--- config.mk ---
export PLATFORM = sky130hd
export DESIGN_NAME = gsgs_ctrl
export DESIGN_NICKNAME = d
export VERILOG_FILES = /design/src/hdl/gsgs_pkg.sv /design/src/hdl/gsgs_ctrl.sv
export SDC_FILE = /design/constraint.sdc
export NUM_CORES = 1
export LEC_CHECK = 0
export ABC_CLOCK_PERIOD_IN_PS = 1150
export BUFFER_PORTS_ARGS = -buffer_cell sky130_fd_sc_hd__buf_4
export CAP_MARGIN = 0
export CORE_AREA = 2 2 39 41
export CTS_CLUSTER_DIAMETER = 40
export CTS_CLUSTER_SIZE = 24
export DETAILED_ROUTE_END_ITERATION = 16
export DIE_AREA = 0 0 41 43
export GPL_ROUTABILITY_DRIVEN = 0
export GPL_TIMING_DRIVEN = 0
export HOLD_SLACK_MARGIN = 0.02
export PLACE_DENSITY = 0.45
export SLEW_MARGIN = 10
export SYNTH_ARGS = -nofsm -noshare
export SYNTH_HDL_FRONTEND = slang
export SYNTH_SLANG_ARGS = --single-unit
--- constraint.sdc ---
create_clock -name clk -period 1.15 [get_ports clk]
set_input_delay 0 -clock clk [delete_from_list [all_inputs] [get_ports clk]]
set_output_delay 0 -clock clk [all_outputs]
set_load 0.1 [all_outputs]
--- src/hdl/gsgs_pkg.sv ---
// ----------------------------------------------------------------------------
// gsgs_pkg
// Shared types and constants of the generational slot group store.
// ----------------------------------------------------------------------------
package gsgs_pkg;

    localparam int SLOT_COUNT_DEF       = 64;
    localparam int MEMBERS_PER_SLOT_DEF = 8;
    localparam int GEN_BITS_DEF         = 16;

    localparam int MODE_W  = 3;
    localparam int INDEX_W = 6;
    localparam int GEN_W   = 16;
    localparam int AGENT_W = 32;
    localparam int COUNT_W = 6;

    typedef enum logic [MODE_W-1:0] {
        MODE_CREATE   = 3'd0,
        MODE_REMOVE   = 3'd1,
        MODE_VALIDATE = 3'd2,
        MODE_ADD      = 3'd3,
        MODE_DROP     = 3'd4,
        MODE_FIND     = 3'd5
    } mode_t;

    typedef struct packed {
        logic load;
        logic read;
        logic advance;
        logic finish;
    } ctrl_cmd_t;

    typedef struct packed {
        logic scan_mode;
        logic scan_hit;
        logic last;
        logic out_free;
    } dp_status_t;

endpackage

--- src/hdl/gsgs_ctrl.sv ---
// ----------------------------------------------------------------------------
// gsgs_ctrl
// Sequencer: accept a request, read slot rows, scan or finish.
// ----------------------------------------------------------------------------
module gsgs_ctrl (
    input  logic                  clk,
    input  logic                  rst_n,
    input  logic                  in_valid,
    output logic                  in_ready,
    input  gsgs_pkg::dp_status_t  status,
    output gsgs_pkg::ctrl_cmd_t   cmd
);
    import gsgs_pkg::*;

    typedef enum logic [2:0] {
        ST_IDLE  = 3'b001,
        ST_READ  = 3'b010,
        ST_CHECK = 3'b100
    } state_t;

    state_t state_reg, state_next;

    always_ff @(posedge clk or negedge rst_n)
    begin
        if (!rst_n)
        begin
            state_reg <= ST_IDLE;
        end
        else
        begin
            state_reg <= state_next;
        end
    end

    always_comb
    begin
        state_next = state_reg;
        cmd        = '0;
        in_ready   = 1'b0;
        unique case (state_reg)
            ST_IDLE:
            begin
                in_ready = 1'b1;
                if (in_valid)
                begin
                    cmd.load   = 1'b1;
                    state_next = ST_READ;
                end
            end
            ST_READ:
            begin
                cmd.read   = 1'b1;
                state_next = ST_CHECK;
            end
            ST_CHECK:
            begin
                if (status.scan_mode && !status.scan_hit && !status.last)
                begin
                    cmd.advance = 1'b1;
                    state_next  = ST_READ;
                end
                else if (status.out_free)
                begin
                    cmd.finish = 1'b1;
                    state_next = ST_IDLE;
                end
            end
            default:
            begin
                state_next = ST_IDLE;
            end
        endcase
    end

endmodule

Word level (Yosys, flattened, before mapping). Cells that the tools add are included. Widths: inputs -> output; s select.

Mux-type cells: 12. Equality and inequality tests: 5. Multiply operators: 0. Order comparisons: 0. Reductions and logical operators: 5. Add/subtract/negate cells: 0. Divide/modulo/power cells: 0. Bitwise logic cells: 0. Shift-type cells: 0.

Operator list (number): $mux 3 (3); $pmux 3 s3 (1); $mux 1 (7); $eq 3x1->1 const B (1); $eq 3x2->1 const B (1); $eq 3x3->1 const B (1); $ne 3x3->1 const B (1); $logic_and 1x1->1 (2); $logic_not 1->1 (2); $mux 2 (1); $ne 2x2->1 const B (1); $reduce_and 2->1 (1).

ROM bits: 0. Input bits: 7. Register bits after elaboration: 3. Latch bits: 0. Memory bits (writable): 0. Output and inout bits: 5. Memories: 0.

Depth between registers and ports, before layout. Gate-level depths: netlist of the first run.

Depth after elaboration: 5. Depth in mapped cells: 3. Mapped depth without buffers: 3.

Worst setup path after synthesis of the first run. Ideal clock, no wire load.

Path type: flip-flop to output port. Start: register state_reg[0]. End: output cmd[3] (netlist name). Cell stages (with the launch flop): 3. Data required time: 1150 ps. Arrival: 3771 ps. Slack: -2621 ps. Buffers on the path: 0. Cells stage by stage: dfstp_2 nor3b_1 and2_1.

RTL lines: from (decl) (RTL line gsgs_ctrl.sv:21) `state_t state_reg, state_next;`; from (signal assigned) (RTL line gsgs_ctrl.sv:31) `state_reg <= state_next;`; to (decl) (RTL line gsgs_ctrl.sv:11) `output gsgs_pkg::ctrl_cmd_t cmd`.

==> metrics.yaml, run 1 <==
status:
  status: "finished with violations"
  violations: "setup timing"
detailed_routing:
  dr.pass1.iters: 4
  wl_per_cell_um: 11.0
  num_vias: 271
  via_per_inst: 4.30
  ant_nets: 0
  drt-total-wl_um: 691
  drc: 0
  first_iter_violations: 5
pwr:
  power_density_nw_per_um2: 2730
  power_w: 0.00141
  ir_drop_mv: 0.767
  p_leak_nw: 0.219
clock_tree:
  clk_latency_ns: 0.24
  cts_buffers: 3
  path_clk_slew_ns: 0.04
  cts.sinks: 3
  cts_root_buf: "clkbuf_4"
  tritoncts: "done"
  clockBufferDepth: 2
  cts_max_level: 1
timing:
  maxSlewViolCount: 0
  fin_crit_sh_pct: 119
  clock_skew_ns: 0.00682
  grt_setup_unrepaired: "true"
  min_period_ns: 1.37
  hold_ws_ns: 0.0577
  max_freq_mhz: 729
  relSlewSlack_pct: 81.8
  tightest_slew_ns: 0.272
  worst_slack_ns: -0.223
  setup_viol: 6
  hold_viol_final: 0
cells_and_area:
  area_delta_synth_final_pct: 164
  mostFrequentLayoutCell: "buf_4"
  nets: 55
  nFillCells: 144
  largest_reg_flops: 3
  final_cell_mix: "12 x buf_4, 5 x buf_12, 3 x nor2_4, 3 x a21oi_1, 3 x clkbuf_4"
  drive_above_1_share_pct: 72.3
  final_cells: 63
  diodes: 0
  design_area_um2: 515
synthesis:
  yosys.area_share.simple_pct: 41.7
  synth.area.mux_share_pct: 5.13
  syn_nets: 30
  synthAdderAreaFrac_pct: 0
  synth-compound-area-share_pct: 12.2
  ys_ff_latch: 3
  synthDistinctLibCells: 13
  ys_seq_area_share_pct: 39.1
  synth_top_family_by_area: "simple AND/OR/NAND/NOR gates"
  synth-xor-area-share_pct: 0
  syn_area_um2: 195
  synth_warnings: 0
  syn_inst: 23
  syn_area_per_cell_um2: 8.49
setup_path:
  required_ns: 1.15
  crit_arrival_ns: 1.37
  cp-start-kind: "register"
  end_kind: "output pin"
  cp_max_fo: 3
  critical_path_class: "reg -> out"
placed_design:
  place_hpwl_um: 419
  dp_slack_ns: -0.260
  placed_cell_area_um2: 327
  dp_cells: 50
  portBuffers: 11
hold_path:
  hold_class: "in -> reg"
die:
  dieWidth_um: 41
  ioPinCount: 12
  dieHeight_um: 43
  die_area_um2: 1760
  initial_core_util_pct: 14.1
  row_count: 14
  core_area_um2: 1380
global_routing:
  grt_pass1_vias: 291
  antenna_found_initial: 0
  grt_max_degree: 6
  grt_pass1_wl_mm: 1.20
  grt_util_all_layers_pct: 10.5
  grt-ovfl-total: 0
flow_run:
  cap_violations: 0
worst max-delay path, stage by stage (launching register included):
cell     delay, ns
dfrtp_2       0.42
or3b_4        0.42
nor2_4        0.12
buf_12        0.18
per-stage QoR:
step                utilization, %  TNS [ns]
floorplan                        -     -2.42
global placement              23.6    -0.752
detailed placement            23.6    -0.851
CTS                           36.7    -0.945
global route                  37.3     -1.20
finish                        37.3    -0.940
final cells by class:
cell class | count | area [um^2] | area share, %
clock buffer | 4 | 26.3 | 5.10
multi-input combinational | 19 | 161 | 31.3
timing repair buffer | 20 | 223 | 43.2
sequential | 3 | 78.8 | 15.3
inverter | 1 | 6.26 | 1.21
tap | 16 | 20.0 | 3.88
worst paths after layout:
| check | start | endpoint | slack (ns) | cells past startpoint |
|---|---|---|---|---|
| min | status[0] | state_reg[2]$_DFFE_PN0P_ | 0.06 | 3 |
| min in group asynchronous | rst_n | state_reg[2]$_DFFE_PN0P_ | 0.10 | 2 |
| min reg2reg | state_reg[1]$_DFFE_PN0P_ | state_reg[1]$_DFFE_PN0P_ | 0.62 | 2 |
| max in group asynchronous | rst_n | state_reg[0]$_DFFE_PN1P_ | 0.85 | 2 |
| max reg2reg | state_reg[1]$_DFFE_PN0P_ | state_reg[2]$_DFFE_PN0P_ | -0.18 | 3 |
| max | state_reg[1]$_DFFE_PN0P_ | cmd[0] | -0.22 | 3 |
cell families (layout without fill, tap and decap cells):
family                 count (synthesis)  count (layout)
AND/OR/NAND/NOR                       14              14
flip-flops                             3               3
AO/OA/AOI/OAI                          4               4
buffers and inverters                  1              25
multiplexers                           1               1
cells in the mapped netlist, drive strengths merged:
library cell	instances	area, um^2
dfstp	1	26.3
a21oi	3	15.0
dfrtp	2	50.1
inv	1	3.75
mux2i	1	10.0
and2	1	6.26
or4b	1	10.0
nor3b	2	15.0
nor2b	1	6.26
a2bb2oi	1	8.76
or3b	2	17.5
nor2	4	15.0
nand2	3	11.3
where the power goes:
part	switching, W	internal (W)	leakage, nW	total (W)
combinational	0.000570	0.000453	0.169	0.00102
clock	0.0000559	0.000130	0.0150	0.000186
sequential	0.0000401	0.000160	0.0342	0.000200
what timing repair did:
action                                 4_1_cts  5_1_grt
gates resized for setup                     24        2
hold buffers                                 1        0
setup endpoints to repair                    7        8
endpoints found under the hold margin        3        0
pin swaps                                    3        2
setup buffers                                8        0
metal layers:
metal / up-vias / share of wire [%] / track usage, %
met3: 4 / 7.2 / 2.09
li1: 127 / - / -
met2: 16 / 55 / 16.6
met4: 0 / 4.5 / 8.00
met5: - / 0 / 0
met1: 124 / 33 / 11.3
No activity file was read; power rests on OpenSTA's default activity.
==> inputs of run 2 (changes only) <==
--- a/config.mk
+++ b/config.mk
@@ -5,7 +5,7 @@
 export SDC_FILE = /design/constraint.sdc
 export NUM_CORES = 1
 export LEC_CHECK = 0
-export ABC_CLOCK_PERIOD_IN_PS = 1150
+export ABC_CLOCK_PERIOD_IN_PS = 1700
 export BUFFER_PORTS_ARGS = -buffer_cell sky130_fd_sc_hd__buf_4
 export CAP_MARGIN = 0
 export CORE_AREA = 2 2 39 41
@@ -16,7 +16,7 @@
 export GPL_ROUTABILITY_DRIVEN = 0
 export GPL_TIMING_DRIVEN = 0
 export HOLD_SLACK_MARGIN = 0.02
-export PLACE_DENSITY = 0.45
+export PLACE_DENSITY = 0.44
 export SLEW_MARGIN = 10
 export SYNTH_ARGS = -nofsm -noshare
 export SYNTH_HDL_FRONTEND = slang
==> constraint.sdc (replaced) <==
create_clock -name clk -period 1.7 [get_ports clk]
set_input_delay 0 -clock clk [delete_from_list [all_inputs] [get_ports clk]]
set_output_delay 0 -clock clk [all_outputs]
set_load 0.1 [all_outputs]
==> run 2 against run 1 <==
Net effect: the flow now finishes without violations; register-to-register slack gained 0.57 ns; core utilization shrank 10 points; critical path depth is the same; cell area shrank 28%; final cell count shrank 13%; flip-flop and latch count is the same; non-clock buffer count shrank 8; count of clock-buffer cells in the layout is the same; global-route usage shrank 2.7 points; first-iteration DRC count shrank 40%; via count shrank 19%; critical path type unchanged; largest cell class is now multi-input combinational cells; largest power group unchanged.
==> metrics.yaml, run 2 (synthesis results as in run 1) <==
clock_tree:
  cts.sinks: 3
  cts_max_level: 1
  clockBufferDepth: 2
  path_clk_slew_ns: 0.04
  clk_latency_ns: 0.23
  cts_root_buf: "clkbuf_4"
  tritoncts: "done"
  cts_buffers: 3
  post_cts_buffers: 0
die:
  initial_core_util_pct: 14.1
  core_area_um2: 1380
  die_area_um2: 1760
  dieHeight_um: 43
  ioPinCount: 12
  dieWidth_um: 41
  row_count: 14
setup_path:
  crit_arrival_ns: 1.61
  crit_chain: "or3b_2 > nor2_4 > buf_6"
  r2r_start: "state_reg[1]$_DFFE_PN0P_"
  end_kind: "output pin"
  max_stage_delay_ns: 0.57
  critical_path_class: "reg -> out"
  required_ns: 1.70
  crit_buf_inv: 1
  startpoint: "state_reg[1]$_DFFE_PN0P_"
  cp.depth: 3
  crit_family: "simple AND/OR/NAND/NOR gates"
  cp-start-kind: "register"
  cp_max_fo: 6
  ff2ff_path_depth: 3
  cp_slowest_cell: "or3b_2"
timing:
  maxSlewViolCount: 0
  tightest_slew_ns: 0.278
  clock_skew_ns: 0.000617
  tns_ns: 0
  min_period_ns: 1.61
  grt_setup_unrepaired: "false"
  setup_viol: 0
  max_freq_mhz: 623
  relSlewSlack_pct: 81.6
  hold_viol_final: 0
  fin_crit_sh_pct: 94.4
cells_and_area:
  drive_above_1_share_pct: 53.8
  area_delta_synth_final_pct: 89.7
  largest_reg_flops: 3
  nets: 47
  diodes: 0
  post-route-util_pct: 26.8
  final_cell_mix: "9 x buf_4, 3 x nand2_1, 3 x a21oi_1, 3 x clkbuf_4"
  mostFrequentLayoutCell: "buf_4"
  design_area_um2: 370
detailed_routing:
  via_per_inst: 4.00
  dr.pass1.iters: 2
  wl_per_cell_um: 8.76
  first_iter_violations: 3
  ant_nets: 0
  drt-total-wl_um: 482
  drc: 0
  num_vias: 220
global_routing:
  antenna_found_initial: 0
  grt-ovfl-total: 0
  grt_util_all_layers_pct: 7.75
  grt_pass1_wl_um: 828
  grt_pass1_vias: 236
  grt_max_degree: 8
pwr:
  power_density_nw_per_um2: 1860
  p_leak_nw: 0.160
  ir_drop_mv: 0.577
flow_run:
  cap_violations: 0
placed_design:
  placed_cell_area_um2: 327
  portBuffers: 11
hold_path:
  min_path_cells: 3
  holdCritStartpoint: "status[0]"
  hold_class: "in -> reg"
status:
  status: "finished clean"
run 2: changes by cell type in the layout (fill, tap and decap cells not counted):
cell,delta
buf_12,-5
buf_4,-3
dfrtp_1,+2
dfrtp_2,-2
inv_1,+1
inv_4,-1
nand2_1,+1
nand2_4,-1
nor2_1,+1
nor2_4,-1
or3b_2,+1
or3b_4,-1
run 2: where the power goes:
| group | internal (W) | total, W | switching [W] |
|---|---|---|---|
| sequential | 0.000106 | 0.000152 | 0.0000459 |
| clock | 0.0000878 | 0.000122 | 0.0000342 |
| combinational | 0.000124 | 0.000416 | 0.000292 |
run 2: worst register-to-register path: stages, from the launching register on:
cell and delay, ns:
dfrtp_1 0.45, or3b_2 0.57, a21oi_1 0.16, a21oi_1 0.06
run 2: repair_timing:
item	CTS	global route
hold buffers	1	0
endpoints found under the hold margin	3	0
setup endpoints to repair	0	2
resized for setup	0	2
run 2: worst paths after layout:
kind                                       endpoint  slack, ns
min reg2reg                state_reg[2]$_DFFE_PN0P_       0.55
min in group asynchronous  state_reg[2]$_DFFE_PN0P_       0.10
min                        state_reg[2]$_DFFE_PN0P_       0.07
max                                          cmd[1]       0.09
max reg2reg                state_reg[0]$_DFFE_PN1P_       0.39
max in group asynchronous  state_reg[0]$_DFFE_PN1P_       1.41
run 2: area by class of cell:
type,count,area (um^2)
fillers,159,1010
well taps,16,20.0
flip-flops and latches,3,76.3
clock buffers,4,26.3
repair buffers,12,100
inverters,1,3.75
multi-input cells,19,144
run 2: routing by layer:
layer  part of all wire (%)  vias to the layer above  track usage [%]
met1                     32                      105             6.47
met2                     64                        3             11.3
met3                    4.1                        0             3.14
met4                      0                        0             10.0
li1                       -                      112                -
met5                      0                        -                0
run 2: metrics by stage:
stage               setup slack [ns]  total power (W)  cells  hold WS, ns
floorplan                     -0.203         0.000490     23       -0.296
global placement               0.288         0.000566     50       -0.212
detailed placement             0.280         0.000570     50       -0.209
CTS                           0.0261         0.000701     55       0.0686
global route                  0.0291         0.000731     55       0.0842
finish                        0.0947         0.000690     55       0.0729
==> inputs of run 3 (changes only) <==
--- a/config.mk
+++ b/config.mk
@@ -8,6 +8,8 @@
 export ABC_CLOCK_PERIOD_IN_PS = 1700
 export BUFFER_PORTS_ARGS = -buffer_cell sky130_fd_sc_hd__buf_4
 export CAP_MARGIN = 0
+export CELL_PAD_IN_SITES_DETAIL_PLACEMENT = 1
+export CELL_PAD_IN_SITES_GLOBAL_PLACEMENT = 1
 export CORE_AREA = 2 2 39 41
 export CTS_CLUSTER_DIAMETER = 40
 export CTS_CLUSTER_SIZE = 24
@@ -16,7 +18,8 @@
 export GPL_ROUTABILITY_DRIVEN = 0
 export GPL_TIMING_DRIVEN = 0
 export HOLD_SLACK_MARGIN = 0.02
-export PLACE_DENSITY = 0.44
+export PLACE_DENSITY = 0.54
+export SKIP_CTS_REPAIR_TIMING = 1
 export SLEW_MARGIN = 10
 export SYNTH_ARGS = -nofsm -noshare
 export SYNTH_HDL_FRONTEND = slang
==> run 3 against run 2 <==
Net effect: wire length rose by 22%; cell area did not move; combinational power rose by 2%; core utilization did not move; flip-flop and latch count did not move; critical path depth did not move; clock power barely moved; first-iteration DRC count fell by 67%; final cell count did not move; sequential share of layout area did not move.
==> metrics.yaml, run 3 (synthesis results as in run 1) <==
status:
  status: "finished clean"
detailed_routing:
  drt-total-wl_um: 587
  ant_nets: 0
  dr.pass1.iters: 3
  via_per_inst: 4.09
  wl_per_cell_um: 10.7
  first_iter_violations: 1
  drc: 0
  num_vias: 225
cells_and_area:
  post-route-util_pct: 26.8
  diodes: 0
  drive_above_1_share_pct: 53.8
  nets: 47
  final-seq-area_um2: 76.3
  nFillCells: 167
  final_cell_mix: "9 x buf_4, 3 x nand2_1, 3 x a21oi_1, 3 x clkbuf_4"
  mostFrequentLayoutCell: "buf_4"
  area_delta_synth_final_pct: 89.7
  multi_input_comb_area_um2: 144
  largest_reg_flops: 3
timing:
  tightest_slew_ns: 0.279
  max_freq_mhz: 615
  setup_viol: 0
  grt_setup_unrepaired: "false"
  fin_crit_sh_pct: 95.7
  maxSlewViolCount: 0
  hold_ws_ns: 0.0749
  tns_ns: 0
  hold_viol_final: 0
  min_period_ns: 1.63
  relSlewSlack_pct: 81.6
  worst_slack_ns: 0.0733
  clock_skew_ns: 0.00151
setup_path:
  cp_max_fo: 6
  r2r_slack_ns: 0.37
  end_kind: "output pin"
  critical_path_class: "reg -> out"
  crit_chain: "or3b_2 > nor2_4 > buf_6"
  r2r_start: "state_reg[1]$_DFFE_PN0P_"
  cp-start-kind: "register"
  r2r_end: "state_reg[0]$_DFFE_PN1P_"
  cp_slowest_cell: "or3b_2"
  ff2ff_path_depth: 3
  max_stage_delay_ns: 0.58
  required_ns: 1.70
  crit_arrival_ns: 1.63
  startpoint: "state_reg[1]$_DFFE_PN0P_"
clock_tree:
  cts.sinks: 3
  cts_buffers: 3
  tritoncts: "done"
  path_clk_slew_ns: 0.04
  clk_latency_ns: 0.23
  cts_max_level: 1
  cts_root_buf: "clkbuf_4"
  clockBufferDepth: 2
global_routing:
  grt_pass1_vias: 255
  grt_pass1_wl_um: 917
  grt-ovfl-total: 0
  antenna_found_initial: 0
  grt_util_all_layers_pct: 7.85
  grt_max_degree: 8
hold_path:
  min_path_cells: 3
  holdCritStartpoint: "status[0]"
  hold_class: "in -> reg"
  min_to: "state_reg[0]$_DFFE_PN1P_"
die:
  ioPinCount: 12
  initial_core_util_pct: 14.1
  die_area_um2: 1760
  dieWidth_um: 41
  row_count: 14
  dieHeight_um: 43
  core_area_um2: 1380
pwr:
  power_density_nw_per_um2: 1890
  ir_drop_mv: 0.501
  p_leak_nw: 0.160
placed_design:
  dp_slack_ns: 0.260
  place_hpwl_um: 449
  portBuffers: 11
flow_run:
  cap_violations: 0
run 3: cell counts in the layout (fill, tap and decap cells not counted):
Identical to the previous run, type by type.
run 3: worst max path at each step:
stage                     endpoint  slack, ns  cells past startpoint
after floorplan             cmd[3]      -0.20                      2
after global placement      cmd[1]       0.28                      3
after detailed placement    cmd[0]       0.26                      3
after CTS                   cmd[0]      0.008                      3
after global routing        cmd[0]       0.02                      3
final                       cmd[0]       0.07                      3
run 3: report_power, final:
part / switching [W] / internal, W / total (W)
combinational: 0.000299 / 0.000124 / 0.000423
sequential: 0.0000489 / 0.000106 / 0.000155
clock: 0.0000353 / 0.0000879 / 0.000123
total: 0.000384 / 0.000317 / 0.000701
run 3: final cells by class:
cell class | count | share of cell area (%)
tap | 16 | 5.41
clock buffer | 4 | 7.09
sequential | 3 | 20.6
multi-input combinational | 19 | 38.9
timing repair buffer | 12 | 27.0
inverter | 1 | 1.01
run 3: stage by stage:
stage / cell area, um^2 / power [W] / std cells
global route: 370 / 0.000739 / 55
global placement: 327 / 0.000567 / 50
floorplan: 224 / 0.000490 / 23
finish: 370 / 0.000701 / 55
CTS: 353 / 0.000706 / 54
detailed placement: 327 / 0.000575 / 50
run 3: layer usage:
metal | global-route usage, % | wire, um
met5 | 0 | 0
met1 | 6.49 | 179
met3 | 1.57 | 20
met4 | 6.00 | 0
met2 | 14.4 | 387
run 3: critical path: cells and delay by family (launching register included):
family	cells	cell delay [ns]
flops	1	0.45
buf+inv	1	0.23
simple gates	2	0.72
